File: config.mk
export PLATFORM = sky130hd
export DESIGN_NAME = elevator_look_scheduler_core
export DESIGN_NICKNAME = d
export VERILOG_FILES = /design/src/hdl/els_pkg.sv /design/src/hdl/els_qcell.sv /design/src/hdl/els_queue.sv /design/src/hdl/elevator_look_scheduler_core.sv
export SDC_FILE = /design/constraint.sdc
export NUM_CORES = 1
export LEC_CHECK = 0
export BUFFER_PORTS_ARGS = -buffer_cell sky130_fd_sc_hd__buf_4
export CORE_UTILIZATION = 45
export DETAILED_ROUTE_END_ITERATION = 16
export PLACE_DENSITY_LB_ADDON = 0.2
export REMOVE_ABC_BUFFERS = 1
export SETUP_SLACK_MARGIN = 0.5
export SYNTH_ARGS = -nofsm -noshare
export SYNTH_HDL_FRONTEND = slang
export SYNTH_HIERARCHICAL = 1
export SYNTH_SLANG_ARGS = --single-unit
File: constraint.sdc
create_clock -name clk_i -period 13.3 [get_ports clk_i]
set_input_delay 1.995 -clock clk_i [delete_from_list [all_inputs] [get_ports clk_i]]
set_output_delay 1.995 -clock clk_i [all_outputs]
set_load 0.03 [all_outputs]
File: src/hdl/els_pkg.sv
// Shared types and constants for the LOOK elevator scheduler.
package els_pkg;

  localparam int NUM_FLOORS = 8;
  localparam int QDEPTH     = 8;
  localparam int FLOOR_W    = 3;
  localparam int CNT_W      = $clog2(QDEPTH + 1);
  localparam int LAMP_W     = 8;

  typedef logic [FLOOR_W-1:0] floor_t;
  typedef logic [CNT_W-1:0]   qcnt_t;

  typedef enum logic [1:0] {
    DIR_UP   = 2'd0,
    DIR_DOWN = 2'd1,
    DIR_WAIT = 2'd2
  } dir_e;

  typedef enum logic [1:0] {
    OP_REQUEST = 2'd0,
    OP_TICK    = 2'd1,
    OP_TOGGLE  = 2'd2
  } op_e;

  // Queue command: at most one of push / pop per cycle.
  typedef struct packed {
    logic   push;
    logic   pop;
    floor_t value;
  } qctl_t;

endpackage

File: src/hdl/els_qcell.sv
// One slot of a sorted queue: compares against the insert value and shifts.
module els_qcell (
  input  logic            clk_i,
  input  els_pkg::qctl_t  ctl_i,       // push already gated for dup/full
  input  logic            desc_i,      // 1: descending order
  input  logic            valid_i,     // slot lies below the fill count
  input  els_pkg::floor_t prev_val_i,
  input  logic            prev_cond_i,
  input  els_pkg::floor_t next_val_i,
  output els_pkg::floor_t val_o,
  output logic            cond_o,      // insert point at or before this slot
  output logic            eq_o
);
  import els_pkg::*;

  floor_t val_q, val_d;

  always_comb begin
    if (!valid_i) begin
      cond_o = 1'b1;
    end else if (desc_i) begin
      cond_o = (val_q < ctl_i.value);
    end else begin
      cond_o = (val_q > ctl_i.value);
    end
  end

  assign eq_o  = valid_i && (val_q == ctl_i.value);
  assign val_o = val_q;

  always_comb begin
    val_d = val_q;
    if (ctl_i.push) begin
      if (prev_cond_i) begin
        val_d = prev_val_i;
      end else if (cond_o) begin
        val_d = ctl_i.value;
      end
    end else if (ctl_i.pop) begin
      val_d = next_val_i;
    end
  end

  always_ff @(posedge clk_i) begin
    val_q <= val_d;
  end

endmodule

File: src/hdl/els_queue.sv
// Sorted duplicate-free floor queue built as a chain of compare-and-shift cells.
module els_queue (
  input  logic            clk_i,
  input  logic            rst_ni,
  input  logic            desc_i,
  input  els_pkg::qctl_t  ctl_i,
  output els_pkg::floor_t head_o,
  output logic            empty_o
);
  import els_pkg::*;

  qcnt_t  cnt_q, cnt_d;
  floor_t vals     [QDEPTH];
  floor_t vals_ext [QDEPTH+1];
  floor_t nxt      [QDEPTH];
  logic [QDEPTH-1:0] cond;
  logic [QDEPTH:0]   cond_ext;
  logic [QDEPTH-1:0] eq;
  logic [QDEPTH-1:0] valid;
  logic   push_ok;
  qctl_t  cell_ctl;

  // Drop a push that duplicates a queued floor or finds the queue full.
  assign push_ok  = ctl_i.push && (eq == '0) && (cnt_q < qcnt_t'(QDEPTH));
  assign cell_ctl = '{push: push_ok, pop: ctl_i.pop && (cnt_q != '0), value: ctl_i.value};

  assign vals_ext[0] = '0;
  assign cond_ext[0] = 1'b0;

  for (genvar k = 0; k < QDEPTH; k++) begin : g_cell
    assign valid[k]      = (cnt_q > qcnt_t'(k));
    assign vals_ext[k+1] = vals[k];
    assign cond_ext[k+1] = cond[k];
    if (k < QDEPTH - 1) begin : g_mid
      assign nxt[k] = vals[k+1];
    end else begin : g_last
      assign nxt[k] = vals[k];
    end

    els_qcell u_cell (
      .clk_i       (clk_i),
      .ctl_i       (cell_ctl),
      .desc_i      (desc_i),
      .valid_i     (valid[k]),
      .prev_val_i  (vals_ext[k]),
      .prev_cond_i (cond_ext[k]),
      .next_val_i  (nxt[k]),
      .val_o       (vals[k]),
      .cond_o      (cond[k]),
      .eq_o        (eq[k])
    );
  end

  always_comb begin
    cnt_d = cnt_q;
    if (cell_ctl.push) begin
      cnt_d = cnt_q + qcnt_t'(1);
    end else if (cell_ctl.pop) begin
      cnt_d = cnt_q - qcnt_t'(1);
    end
  end

  always_ff @(posedge clk_i or negedge rst_ni) begin
    if (!rst_ni) begin
      cnt_q <= '0;
    end else begin
      cnt_q <= cnt_d;
    end
  end

  assign head_o  = vals[0];
  assign empty_o = (cnt_q == '0);

endmodule

File: src/hdl/elevator_look_scheduler_core.sv
// Top level of the LOOK elevator scheduler: event decode, car state, two floor queues.
//
// Usage:
//   Slave stream carries one event per transaction: tuser is the opcode
//   (request, motion tick, emergency toggle), tdata carries the floor.
//   Master stream returns exactly one status transaction per event: car
//   floor, target floor, direction, halt flag, lamp mask, arrival flag.
//   Status is registered and appears in the cycle after the event is accepted.
//   Throughput: one event per cycle while the receiver takes each status;
//   the pending-floor queues are chains of compare-and-shift cells
//   that insert or pop as each event is accepted.
//   Stall: the status register holds while m_axis_tready_i is low; a new
//   event is taken in the same cycle the held status leaves, so the
//   input is stalled only while a status waits and the receiver is stalled.
//   Reset (rst_ni low, asynchronous): car at floor 0, goal 0, waiting,
//   no emergency, queues empty, lamps dark, no status pending.
//   Queue slot contents are not reset; only slots below the fill count
//   are ever read.
module elevator_look_scheduler_core (
  input  logic        clk_i,
  input  logic        rst_ni,
  input  logic        s_axis_tvalid_i,
  output logic        s_axis_tready_o,
  input  logic [7:0]  s_axis_tdata_i,   // [2:0] floor, [7:3] zero
  input  logic [1:0]  s_axis_tuser_i,   // [1:0] opcode
  output logic        m_axis_tvalid_o,
  input  logic        m_axis_tready_i,
  output logic [23:0] m_axis_tdata_o    // [2:0] car_floor, [5:3] target_floor,
                                        // [7:6] direction, [8] halted,
                                        // [16:9] lamp_mask, [17] arrived, [23:18] zero
);
  import els_pkg::*;

  // Car state
  floor_t            car_q, car_d;
  floor_t            goal_q, goal_d;
  dir_e              dir_q, dir_d;
  dir_e              saved_q, saved_d;
  logic              stop_q, stop_d;
  logic [LAMP_W-1:0] lamps_q, lamps_d;
  logic              arrived;

  // Status output register
  logic        out_vld_q;
  logic [23:0] out_data_q;

  logic   accept;
  op_e    op;
  floor_t req_floor;
  qctl_t  up_ctl, dn_ctl;
  floor_t up_head, dn_head;
  logic   up_empty, dn_empty;

  assign s_axis_tready_o = !out_vld_q || m_axis_tready_i;
  assign accept          = s_axis_tvalid_i && s_axis_tready_o;
  assign op              = op_e'(s_axis_tuser_i);
  assign req_floor       = s_axis_tdata_i[FLOOR_W-1:0];

  // Event decode: next car state and queue commands.
  always_comb begin
    car_d   = car_q;
    goal_d  = goal_q;
    dir_d   = dir_q;
    saved_d = saved_q;
    stop_d  = stop_q;
    lamps_d = lamps_q;
    arrived = 1'b0;
    up_ctl  = '{push: 1'b0, pop: 1'b0, value: req_floor};
    dn_ctl  = '{push: 1'b0, pop: 1'b0, value: req_floor};

    if (accept) begin
      case (op)
        OP_REQUEST: begin
          if ((int'(req_floor) < NUM_FLOORS) && (req_floor != car_q)) begin
            lamps_d[req_floor] = 1'b1;
            if (dir_q == DIR_UP) begin
              if (req_floor < car_q) begin
                dn_ctl.push = 1'b1;
              end else if (req_floor > goal_q) begin
                up_ctl.push = 1'b1;
              end else if (req_floor < goal_q) begin
                // nearer on the way: old goal goes back to the queue
                up_ctl.push  = 1'b1;
                up_ctl.value = goal_q;
                goal_d       = req_floor;
              end
            end else if (dir_q == DIR_DOWN) begin
              if (req_floor > car_q) begin
                up_ctl.push = 1'b1;
              end else if (req_floor < goal_q) begin
                dn_ctl.push = 1'b1;
              end else if (req_floor > goal_q) begin
                dn_ctl.push  = 1'b1;
                dn_ctl.value = goal_q;
                goal_d       = req_floor;
              end
            end else begin
              // waiting (also during emergency): take it as the goal
              goal_d = req_floor;
              dir_d  = (req_floor > car_q) ? DIR_UP : DIR_DOWN;
            end
          end
        end
        OP_TICK: begin
          if ((dir_q == DIR_UP) || (dir_q == DIR_DOWN)) begin
            if (car_q != goal_q) begin
              car_d = (goal_q > car_q) ? car_q + floor_t'(1) : car_q - floor_t'(1);
            end else begin
              arrived          = 1'b1;
              lamps_d[car_q]   = 1'b0;
              if (up_empty && dn_empty) begin
                dir_d = DIR_WAIT;
              end else if (dir_q == DIR_UP) begin
                if (up_empty) begin
                  dir_d      = DIR_DOWN;
                  goal_d     = dn_head;
                  dn_ctl.pop = 1'b1;
                end else begin
                  goal_d     = up_head;
                  up_ctl.pop = 1'b1;
                end
              end else begin
                if (dn_empty) begin
                  dir_d      = DIR_UP;
                  goal_d     = up_head;
                  up_ctl.pop = 1'b1;
                end else begin
                  goal_d     = dn_head;
                  dn_ctl.pop = 1'b1;
                end
              end
            end
          end
        end
        OP_TOGGLE: begin
          if (stop_q) begin
            stop_d = 1'b0;
            dir_d  = saved_q;
          end else begin
            stop_d  = 1'b1;
            saved_d = dir_q;
            dir_d   = DIR_WAIT;
          end
        end
        default: begin
          // unused opcode: status only
        end
      endcase
    end
  end

  els_queue u_up_q (
    .clk_i   (clk_i),
    .rst_ni  (rst_ni),
    .desc_i  (1'b0),
    .ctl_i   (up_ctl),
    .head_o  (up_head),
    .empty_o (up_empty)
  );

  els_queue u_dn_q (
    .clk_i   (clk_i),
    .rst_ni  (rst_ni),
    .desc_i  (1'b1),
    .ctl_i   (dn_ctl),
    .head_o  (dn_head),
    .empty_o (dn_empty)
  );

  always_ff @(posedge clk_i or negedge rst_ni) begin
    if (!rst_ni) begin
      car_q     <= '0;
      goal_q    <= '0;
      dir_q     <= DIR_WAIT;
      saved_q   <= DIR_WAIT;
      stop_q    <= 1'b0;
      lamps_q   <= '0;
      out_vld_q <= 1'b0;
    end else begin
      car_q   <= car_d;
      goal_q  <= goal_d;
      dir_q   <= dir_d;
      saved_q <= saved_d;
      stop_q  <= stop_d;
      lamps_q <= lamps_d;
      if (accept) begin
        out_vld_q <= 1'b1;
      end else if (m_axis_tready_i) begin
        out_vld_q <= 1'b0;
      end
    end
  end

  // Status payload, loaded with each accepted event.
  always_ff @(posedge clk_i) begin
    if (accept) begin
      out_data_q <= {6'b0, arrived, lamps_d, stop_d, dir_d, goal_d, car_d};
    end
  end

  assign m_axis_tvalid_o = out_vld_q;
  assign m_axis_tdata_o  = out_data_q;

endmodule
== Yosys cells after proc, flatten, opt, wreduce, memory -nomap -nowiden ==
Cells that the tools add are included.

* $add $sub $neg: 6
* $lt $le $gt $ge: 43
* Equality and inequality tests: 35
* Muxes and demuxes: 173
* Bitwise gates (word level): 4
* Reduce and logical (&&, ||, !) cells: 60

{| class="wikitable"
|+ Operators by type and width
! kind !! count
|-
| 2-to-1 mux 3 bit || 92
|-
| 2-to-1 mux 1 bit || 55
|-
| equality test 3 bit || 16
|-
| != test 3 bit (second input constant) || 12
|-
| AND reduction 2 bit || 17
|-
| greater-than comparator 3 bit || 11
|-
| greater-than comparator 4 x 3 -> 1 bit (second input constant) || 8
|-
| 2-to-1 mux 8 bit || 4
|-
| less-than comparator 3 bit || 10
|-
| logical AND 1 bit || 26
|-
| 2-to-1 mux 2 bit || 11
|-
| greater-than comparator 4 x 1 -> 1 bit (second input constant) || 4
|-
| greater-than comparator 4 x 2 -> 1 bit (second input constant) || 4
|-
| zero test 8 bit || 2
|-
| 2-to-1 mux 4 bit || 4
|-
| case mux 8 bit (2 select lines) || 1
|-
| 2-to-1 mux 5 bit || 2
|-
| nonzero test 2 bit || 5
|-
| adder 4 x 1 -> 4 bit (second input constant) || 2
|-
| AND 8 bit || 1
|-
| zero test 4 bit || 2
|-
| less-than comparator 3 x 4 -> 1 bit (second input constant) || 2
|-
| less-than comparator 4 bit (second input constant) || 2
|-
| NOT 8 bit || 1
|-
| other kinds (18) || 27
|}

* Output and inout bits: 26
* Input port bits: 14
* Logic and storage cells: 348
* Register bits after elaboration: 94

== Depth between registers and ports, before layout ==
Gate-level depths: netlist of run 1.

* Depth after elaboration: 16
* Depth in mapped cells: 19

== By module ==
The synthesis of run 1 kept the hierarchy.

{| class="wikitable"
|+ By module, submodules not included
! module !! cells an instance !! area an instance (um^2) !! instances
|-
| els_qcell || 30 || 266.5 || 16
|-
| elevator_look_scheduler_core || 205 || 2140.8 || 1
|-
| els_queue || 45 || 377.9 || 2
|}

== Least setup slack after synthesis of run 1 ==
OpenSTA, ideal clock, no wires.

* Path kind: in2reg
* Start point: input port m_axis_tready_i
* End point: register u_dn_q.g_cell[0].u_cell.val_q[0], enable pin
* Data required time: 12.967 ns
* Path buffers: 1
* Cell stages on the path: 16
* Path slack: 6.744 ns
* Arrival time: 6.223 ns
* Cells stage by stage: nand2b_1 > nand2_1 > or2_4 > or3_4 > nor4_4 > mux2i_1 > inv_1 > ha_1 > and3_4 > and2_2 > nor4_1 > nand3_2 > inv_1 > clkbuf_1 > nor2_1 > a31oi_1

{| class="wikitable"
|+ RTL lines
! item !! line !! RTL
|-
| from (decl) || elevator_look_scheduler_core.sv:27 || <nowiki>input logic m_axis_tready_i,</nowiki>
|-
| to (signal assigned) || els_qcell.sv:45 || <nowiki>val_q <= val_d;</nowiki>
|-
| to (decl) || els_qcell.sv:16 || <nowiki>floor_t val_q, val_d;</nowiki>
|}

==> impl_results.md, run 1 <==
- WHS: 0.505 ns
- Total CTS buffers: 9
- CTS root buf: clkbuf_16
- Vias/cell: 5.45
- Layout cell share with drive strength beyond 1: 0.122
- Reg-to-reg startpoint: car_q[2]$_DFF_PN0_
- Setup crit start: s_axis_tdata_i[0]
- Fin area: 8010 sq um
- Layout Nets: 918
- Post-CTS Setup Repair Bufs: 0
- Core area: 15400 sq um
- Met2 Use GR: 0.329
- # IOs: 40
- Ant. Diodes: 0
- TritonCTS clock tree: yes
- DRC: 0
- Clk_lat worst skew: 0.35 ns
- Initial antenna violation count: 0
- IO Port Bufs: 28
- Critical Path Max Stage Delay: 0.65 ns
- Final setup violation count: 0
- Worst Path Max Fanout: 48
- Die ar.: 16400 sq um
- Fmax: 137 MHz
- Initial cell density of the core: 0.465
- Gr usage total: 0.204
- Layout Utilization: 0.521
- Met1 usage: 0.282
- Max-slew headroom: 0.409
- Setup crit end kind: register
- RSZ-0062 raised after global routing: false
- Status: complete, no violations
- Yosys warnings: 6
- Total power: 1.04 mW
- Final Skew: 0.00747 ns
- CTS resizes: 0
- Number of detailed-route iterations in the first pass: 6
- Synthesized area per cell: 9.25 sq um
- Placer Congestion: 0.844
- Cells on worst reg2reg path: 17
- Hold Path Class: register to register
- P_leak: 3.64 nW
- Period utilisation layout: 0.549
- Crit path DAT: 7.32 ns
- Initial DRC Count: 443
- Wire per inst: 15.0 um
- Worst Path Class, Setup: primary input to register
- Die width: 128 um
- Endpoints failing hold: 0
- Synth-to-layout area growth: 12.0%
- Layout filler cell count: 1407
- Data required time of the worst path: 13.31 ns
- Hold_buf cts: 0
- Post-Place Setup Slack: 5.69 ns
- Top Usage Layer GRT: met2
- CTS H-tree lvls: 3
- Dpl hpwl: 11800 um
- Register area: 2690 sq um
- Largest net degree at the start of global routing: 49
- RR Endpoint: u_dn_q/g_cell[7].u_cell/val_o[1]$_DFFE_PP_
- Routed wire length: 15800 um
- Rows: 45
- Max Buffers Root-to-Sink: 2
- Vias in the first global route: 5538
- Final worst slack: 5.99 ns
- Min Tclk post-route: 7.31 ns
- Max VDD drop: 0.0698 mV
- Dpl cells: 1038
- R2r setup slk: 7.28 ns
- Post-Syn Instances: 773
- GR Util met3: 0.0355
- Max Slew Vio Count: 0
- Worst-Margin Slew: 0.861 ns
- First-pass GRT wire length: 26700 um
- Post-DP Area: 7710 sq um
- Layout Cells excl Fill: 1054
- Critical Path End: u_dn_q/g_cell[7].u_cell/val_o[1]$_DFFE_PP_
- Max-cap violations: 0
- Area of the multi-input gates: 4210 sq um
- Total grt overflow: 0
- P per Cell Area: 130 nW/um^2
- Crit start category: primary input
- Netlist Area Pre-Place: 7150 sq um
- Worst path cell trace: buf_4, inv_1, ha_1, and3_1, or3_4, nor4_4, mux2i_1, buf_4, inv_1, ha_1, and3_4, and2_2, nor4_1, nand3_2, inv_1, buf_4, nor2_1, a31oi_1
- Die Ht: 128 um
- Setup_tns: 0 ns
- Clk pin slew, worst setup/hold paths: 0.07 ns
- CTS Sinks: 94
- ANT nets after route: 0
- Vias post-DR: 5746
- Slowest CP cell: mux2i_1
## layout by cell type (no fill, tap or decap), drive strengths merged, types with 26 or more instances in the layout
cell and n:
nor2 99, a21oi 79, inv 77, edfxtp 66, ha 65, mux2i 61, conb 52, nand2 44
nand3 44, buf 36, dfrtp 26
## area by class of cell
| type | instances | share of cell area |
|---|---|---|
| clock inverters | 6 | 0.00859 |
| inverters | 75 | 0.0352 |
| clock buffers | 10 | 0.0286 |
| well taps | 211 | 0.0330 |
| repair buffers | 36 | 0.0337 |
| flip-flops and latches | 94 | 0.335 |
| multi-input cells | 622 | 0.526 |
## critical path: cells and delay by family
| family | cells | cell delay (ns) |
|---|---|---|
| buffers and inverters | 6 | 1.57 |
| muxes | 1 | 0.65 |
| and+or+nand+nor | 8 | 2.16 |
| AOI/OAI and AO/OA | 1 | 0.33 |
| adders and majority gates | 2 | 0.57 |
## registers in the layout, indices dropped and copies added (netlist names)
signal	flops
u_dn_q/g_cell.u_cell/val_o	24
saved_q	2
u_dn_q/cnt_q	4
u_up_q/cnt_q	4
stop_q	1
car_q	3
u_up_q/g_cell.u_cell/val_o	24
m_axis_tdata_o	18
m_axis_tvalid_o	1
goal_q	3
dir_q	2
lamps_q	8
## worst min-delay path by stage
stage,start,slack [ns],cells past startpoint,to
floorplan,lamps_q[0]$_DFF_PN0_,0.46,1,lamps_q[0]$_DFF_PN0_
global placement,lamps_q[4]$_DFF_PN0_,0.49,1,lamps_q[4]$_DFF_PN0_
detailed placement,lamps_q[0]$_DFF_PN0_,0.49,1,lamps_q[0]$_DFF_PN0_
CTS,lamps_q[0]$_DFF_PN0_,0.51,1,lamps_q[0]$_DFF_PN0_
global route,saved_q[0]$_DFFE_PN0P_,0.54,1,saved_q[0]$_DFFE_PN0P_
finish,lamps_q[0]$_DFF_PN0_,0.50,1,lamps_q[0]$_DFF_PN0_
## metal layers
layer,wire [um],part of all wire
met1,7770,0.49
met2,7120,0.45
met3,680,0.043
met4,184,0.012
met5,0,0
## where the power goes
part	switching (mW)	internal (mW)	leakage (nW)	total (mW)
sequential	0.0427	0.364	0.927	0.407
combinational	0.224	0.151	2.57	0.375
clock	0.113	0.147	0.143	0.260
No activity file was read; power rests on OpenSTA's default activity.
==> inputs of run 2 (changes only) <==
==> constraint.sdc (replaced) <==
create_clock -name clk_i -period 7.1 [get_ports clk_i]
set_input_delay 1.065 -clock clk_i [delete_from_list [all_inputs] [get_ports clk_i]]
set_output_delay 1.065 -clock clk_i [all_outputs]
set_load 0.03 [all_outputs]
==> impl_results.md, run 2 (synthesis results as in run 1) <==
- Status: complete, no violations
- Initial antenna violation count: 0 (unchanged)
- Clock group share of total power: 0.291 (+0.042)
- Post-CTS Setup Repair Bufs: 0 (unchanged)
- Worst-Margin Slew: 0.907 ns (+0.0455 ns)
- Most common cell after layout, fill and taps aside: nor2_1
- Die width: 128 um (unchanged)
- Initial cell density of the core: 0.465 (unchanged)
- Max Slew Vio Count: 0 (unchanged)
- Commonest cells after routing, fill and taps aside: 99 x nor2_1, 79 x a21oi_1, 75 x inv_1, 66 x edfxtp_1, 65 x ha_1
- Ant. Diodes: 0 (unchanged)
- Seq pwr share: 0.368 (-0.023)
- Vias in the first global route: 5728 (+3.4%)
- CTS resizes: 0 (unchanged)
- Number of detailed-route iterations in the first pass: 5 (-1)
- RSZ-0062 raised after global routing: false
- P per Cell Area: 256 nW/um^2 (+97%)
- Sw power: 0.724 mW (+91%)
- Layout cell share with drive strength beyond 1: 0.124 (+0.00222)
- Vias/cell: 5.52 (+1.3%)
- Hold Path Class: register to register
- Vias post-DR: 5827 (+1.4%)
- Final Skew: 0.0112 ns (+0.00371 ns)
- Final setup violation count: 0 (unchanged)
- Worst Path Max Fanout: 45 (-6.3%)
- Max VDD drop: 0.135 mV (+94%)
- Logic pwr share: 0.340 (-0.020)
- Int Power: 1.35 mW (+100%)
- Crit start category: primary input
- Switching share of power: 0.349 (-0.0144)
- Crit path DAT: 5.77 ns (-1.55 ns)
- Fmax: 174 MHz
- Period utilisation layout: 0.812
- IO Port Bufs: 28 (unchanged)
- Die ar.: 16400 sq um (unchanged)
- P_leak: 3.68 nW (+1.1%)
- Data required time of the worst path: 7.11 ns (-6.20 ns)
- # IOs: 40 (unchanged)
- Max-slew headroom: 0.392 (-0.0175)
- TritonCTS clock tree: yes
- Max-cap violations: 0 (unchanged)
- Total power: 2.07 mW (+99%)
- Setup crit end kind: register
- ANT nets after route: 0 (unchanged)
- DRC: 0 (unchanged)
- Setup_tns: 0 ns (unchanged)
- Total CTS buffers: 9 (unchanged)
- Core area: 15400 sq um (unchanged)
- Worst Path Class, Setup: primary input to register
- CTS Sinks: 94 (unchanged)
- Routed wire length: 16300 um (+3.1%)
- Dpl hpwl: 12000 um (+1.3%)
- Clk pin slew, worst setup/hold paths: 0.07 ns (about the same)
- Min Tclk post-route: 5.76 ns
- Hold_buf cts: 0 (unchanged)
- First-pass GRT wire length: 27500 um (+3.0%)
- Post-Place Setup Slack: 0.990 ns (-4.70 ns)
- Layout filler cell count: 1398 (-0.64%)
- Layout Nets: 919 (+0.11%)
- Max Buffers Root-to-Sink: 2 (unchanged)
- Synth-to-layout area growth: 13.3%
- Rows: 45 (unchanged)
- Total grt overflow: 0 (unchanged)
- Die Ht: 128 um (unchanged)
- Placer Congestion: 0.830 (-1.6%)
- Wire per inst: 15.4 um (+3.0%)
- Gr usage total: 0.211 (+0.00756)
- Largest net degree at the start of global routing: 46 (-6.1%)
- Initial DRC Count: 414 (-6.5%)
- CTS root buf: clkbuf_16
- Endpoints failing hold: 0 (unchanged)
- CTS H-tree lvls: 3 (unchanged)
- Final worst slack: 1.34 ns (-4.66 ns)
- Clk_lat worst skew: 0.36 ns (about the same)
-- run 2: changes by cell type in the layout (fill, tap and decap cells not counted), sizes merged --
cell / change
bufinv: +3
buf: +1
clkbuf: -1
clkinv: -1
inv: -1
-- run 2: metrics by stage --
step	hold WS (ns)	utilization	area [sq um]	instances
after detailed placement	0.499	0.503	7730	1039
after floorplan	0.461	-	7180	791
after global placement	0.474	0.503	7730	1039
final	0.515	0.527	8100	1055
after global routing	0.529	0.527	8100	1055
after CTS	0.515	0.527	8100	1055
-- run 2: area by class of cell --
class | count | area, sq um | area share
multi-input cells | 622 | 4210 | 0.520
clock inverters | 7 | 145 | 0.0179
flip-flops and latches | 94 | 2690 | 0.331
inverters | 75 | 282 | 0.0348
repair buffers | 37 | 290 | 0.0358
well taps | 211 | 264 | 0.0326
clock buffers | 9 | 225 | 0.0278
-- run 2: path summary, 6_finish.rpt --
kind | startpoint | slack [ns] | cells past startpoint | endpoint
worst max-delay path | s_axis_tdata_i[0] | 1.34 | 18 | u_up_q/g_cell[1].u_cell/val_o[2]$_DFFE_PP_
worst min-delay path | lamps_q[4]$_DFF_PN0_ | 0.52 | 1 | lamps_q[4]$_DFF_PN0_
min in group asynchronous | rst_ni | 0.64 | 1 | car_q[1]$_DFF_PN0_
worst min register to register | lamps_q[4]$_DFF_PN0_ | 0.52 | 1 | lamps_q[4]$_DFF_PN0_
max in group asynchronous | rst_ni | 6.14 | 1 | dir_q[1]$_DFF_PN1_
worst max register to register | car_q[2]$_DFF_PN0_ | 1.65 | 17 | u_up_q/g_cell[1].u_cell/val_o[2]$_DFFE_PP_
-- run 2: critical path: stages --
cell and delay [ns]:
buf_4 0.11, inv_1 0.14, ha_1 0.27, and3_1 0.27, or3_4 0.44, nor2b_1 0.31
mux2i_1 0.23, buf_4 0.26, inv_1 0.08, ha_1 0.34, and3_4 0.19, and2_2 0.18
nor4_1 0.38, nand3_2 0.22, inv_1 0.53, buf_12 0.29, nor2_1 0.07, a31oi_1 0.37
-- run 2: routing by layer --
layer	vias to the layer above	share of wire	routed length, um	track usage
met3	23	0.038	617	0.0326
met5	-	0	0	0
met4	0	0.017	283	0.0851
met2	146	0.46	7530	0.346
met1	2807	0.48	7820	0.280
li1	2851	-	-	-
-- run 2: power by group through the flow --
stage	registers [mW]	logic (mW)	clock network, mW
detailed placement	0.774	0.697	0
global route	0.777	0.788	0.633
global placement	0.771	0.673	0
floorplan	0.787	0.502	0
finish	0.763	0.705	0.603
CTS	0.762	0.701	0.614
==> inputs of run 3 (changes only) <==
==> constraint.sdc (replaced) <==
create_clock -name clk_i -period 5.25 [get_ports clk_i]
set_input_delay 0.7875 -clock clk_i [delete_from_list [all_inputs] [get_ports clk_i]]
set_output_delay 0.7875 -clock clk_i [all_outputs]
set_load 0.03 [all_outputs]
==> impl_results.md, run 3 (synthesis results as in run 1) <==
- First-pass GRT wire length: 28400 um (+3.3%)
- Ant. Diodes: 0 (unchanged)
- RR Endpoint: u_up_q/g_cell[1].u_cell/val_o[1]$_DFFE_PP_
- Final Skew: 0.00639 ns (-0.00479 ns)
- Fin area: 8340 sq um (+2.9%)
- Placer Congestion: 0.834 (+0.54%)
- Endpoints failing hold: 0 (unchanged)
- Dpl hpwl: 12800 um (+6.9%)
- Total power: 2.69 mW (+30%)
- Cells on worst reg2reg path: 18 (+1)
- Clk_lat worst skew: 0.35 ns (about the same)
- P_leak: 3.76 nW (+2.1%)
- Data required time of the worst path: 5.28 ns (-1.83 ns)
- TritonCTS clock tree: yes
- Clk pin slew, worst setup/hold paths: 0.07 ns (about the same)
- Total CTS buffers: 9 (unchanged)
- Layout filler cell count: 1362 (-2.6%)
- Layout Nets: 936 (+1.8%)
- Worst Path Max Fanout: 31 (-31%)
- Layout Utilization: 0.542 (+0.0154)
- Die Ht: 128 um (unchanged)
- Die ar.: 16400 sq um (unchanged)
- Max-slew headroom: 0.402 (+0.00973)
- Max Buffers Root-to-Sink: 2 (unchanged)
- Layout Cells excl Fill: 1072 (+1.6%)
- R2r setup slk: 0.83 ns (-0.82 ns)
- Vias post-DR: 5925 (+1.7%)
- CTS H-tree lvls: 3 (unchanged)
- IO Port Bufs: 28 (unchanged)
- Setup_tns: 0 ns (unchanged)
- Vias/cell: 5.53 (about the same)
- RSZ-0062 raised after global routing: false
- Routed wire length: 17300 um (+6.5%)
- Commonest cells after routing, fill and taps aside: 99 x nor2_1, 79 x a21oi_1, 75 x inv_1, 66 x edfxtp_1, 65 x ha_1
- Total grt overflow: 0 (unchanged)
- CTS Sinks: 94 (unchanged)
- Synth-to-layout area growth: 16.6%
- Gr usage total: 0.219 (+0.00787)
- Reg-to-reg startpoint: car_q[2]$_DFF_PN0_
- Wire per inst: 16.1 um (+4.8%)
- DRC: 0 (unchanged)
- Register area: 2690 sq um (about the same)
- Worst Path Class, Setup: primary input to register
- Final setup violation count: 0 (unchanged)
- Max Slew Vio Count: 0 (unchanged)
- Min Tclk post-route: 4.48 ns
- WHS: 0.353 ns (-0.162 ns)
- Most common cell after layout, fill and taps aside: nor2_1
- Max VDD drop: 0.178 mV (+32%)
- Initial DRC Count: 374 (-9.7%)
- Post-DP Area: 7850 sq um (+1.6%)
- Fmax: 223 MHz
- Status: complete, no violations
- P per Cell Area: 322 nW/um^2 (+26%)
- Number of detailed-route iterations in the first pass: 5 (unchanged)
- CTS root buf: clkbuf_16
- Period utilisation layout: 0.853
- Worst-Margin Slew: 0.892 ns (-0.0145 ns)
- Initial antenna violation count: 0 (unchanged)
- Crit start category: primary input
- ANT nets after route: 0 (unchanged)
- Rows: 45 (unchanged)
- Hold Path Class: primary input to asynchronous set/reset pin
- Layout cell share with drive strength beyond 1: 0.168 (+0.0440)
- Max-cap violations: 0 (unchanged)
- Core area: 15400 sq um (unchanged)
- Largest net degree at the start of global routing: 32 (-30%)
- Dpl cells: 1052 (+1.3%)
- # IOs: 40 (unchanged)
- Setup crit end kind: register
- Area of the multi-input gates: 4360 sq um (+3.6%)
- Final worst slack: 0.771 ns (-0.567 ns)
- Die width: 128 um (unchanged)
- Initial cell density of the core: 0.465 (unchanged)
- Post-Place Setup Slack: 0.132 ns (-0.858 ns)
- Vias in the first global route: 5928 (+3.5%)
- Crit path DAT: 4.51 ns (-1.26 ns)
run 3: cell count changes in the layout (fill, tap and decap cells not counted), moves of 3 or more:
cell | previous run | this run
clkinv_2 | 0 | 3
a31oi_1 | 24 | 8
a31oi_2 | 0 | 15
bufinv_16 | 4 | 1
buf_4 | 36 | 48
run 3: cell type report:
type / instances / share of cell area
flip-flops and latches: 94 / 0.322
well taps: 211 / 0.0317
multi-input cells: 622 / 0.523
inverters: 75 / 0.0338
repair buffers: 54 / 0.0545
clock inverters: 6 / 0.00735
clock buffers: 10 / 0.0275
run 3: power by group:
group          total (mW)  leakage [nW]  switching [mW]  internal (mW)
Clock               0.659         0.143           0.290          0.369
Sequential           1.03         0.926           0.110          0.923
Combinational       0.994          2.69           0.589          0.405
run 3: critical path, stage by stage:
cell     delay (ns)
buf_4          0.16
ha_1           0.35
nand2_1        0.07
o21a_2         0.25
nor3_1         0.26
nor2b_4        0.24
mux2i_1        0.20
buf_4          0.24
inv_1          0.08
ha_1           0.34
and3_4         0.18
and2_2         0.19
nor4b_2        0.36
nand3_2        0.12
inv_1          0.12
buf_12         0.19
nor2_1         0.09
a31oi_2        0.28
run 3: worst max path at each step:
stage	from	endpoint	slack (ns)
6_report	s_axis_tdata_i[2]	u_up_q/g_cell[1].u_cell/val_o[1]$_DFFE_PP_	0.77
5_1_grt	s_axis_tdata_i[2]	u_up_q/g_cell[6].u_cell/val_o[1]$_DFFE_PP_	0.45
3_3_place_gp	s_axis_tdata_i[2]	u_dn_q/g_cell[7].u_cell/val_o[0]$_DFFE_PP_	0.24
2_1_floorplan	m_axis_tready_i	u_dn_q/g_cell[7].u_cell/val_o[0]$_DFFE_PP_	-0.70
3_5_place_dp	s_axis_tdata_i[2]	u_dn_q/g_cell[7].u_cell/val_o[1]$_DFFE_PP_	0.13
4_1_cts	car_q[2]$_DFF_PN0_	u_up_q/g_cell[3].u_cell/val_o[1]$_DFFE_PP_	0.51
run 3: timing repair:
item | 4_1_cts | 5_1_grt
gates cloned | 0 | 1
hold buffers | 0 | 0
endpoints found under the setup margin | 3 | 81
resized for setup | 1 | 28
pin swaps | 0 | 1
buffers inserted | 0 | 3
run 3: routing by layer:
layer	routed length, um	share of wire	up-vias	global-route usage
met5	0	0	-	0
met4	342	0.020	0	0.0775
met3	716	0.041	32	0.0271
met2	8330	0.48	165	0.375
met1	7910	0.46	2848	0.284
li1	-	-	2880	-
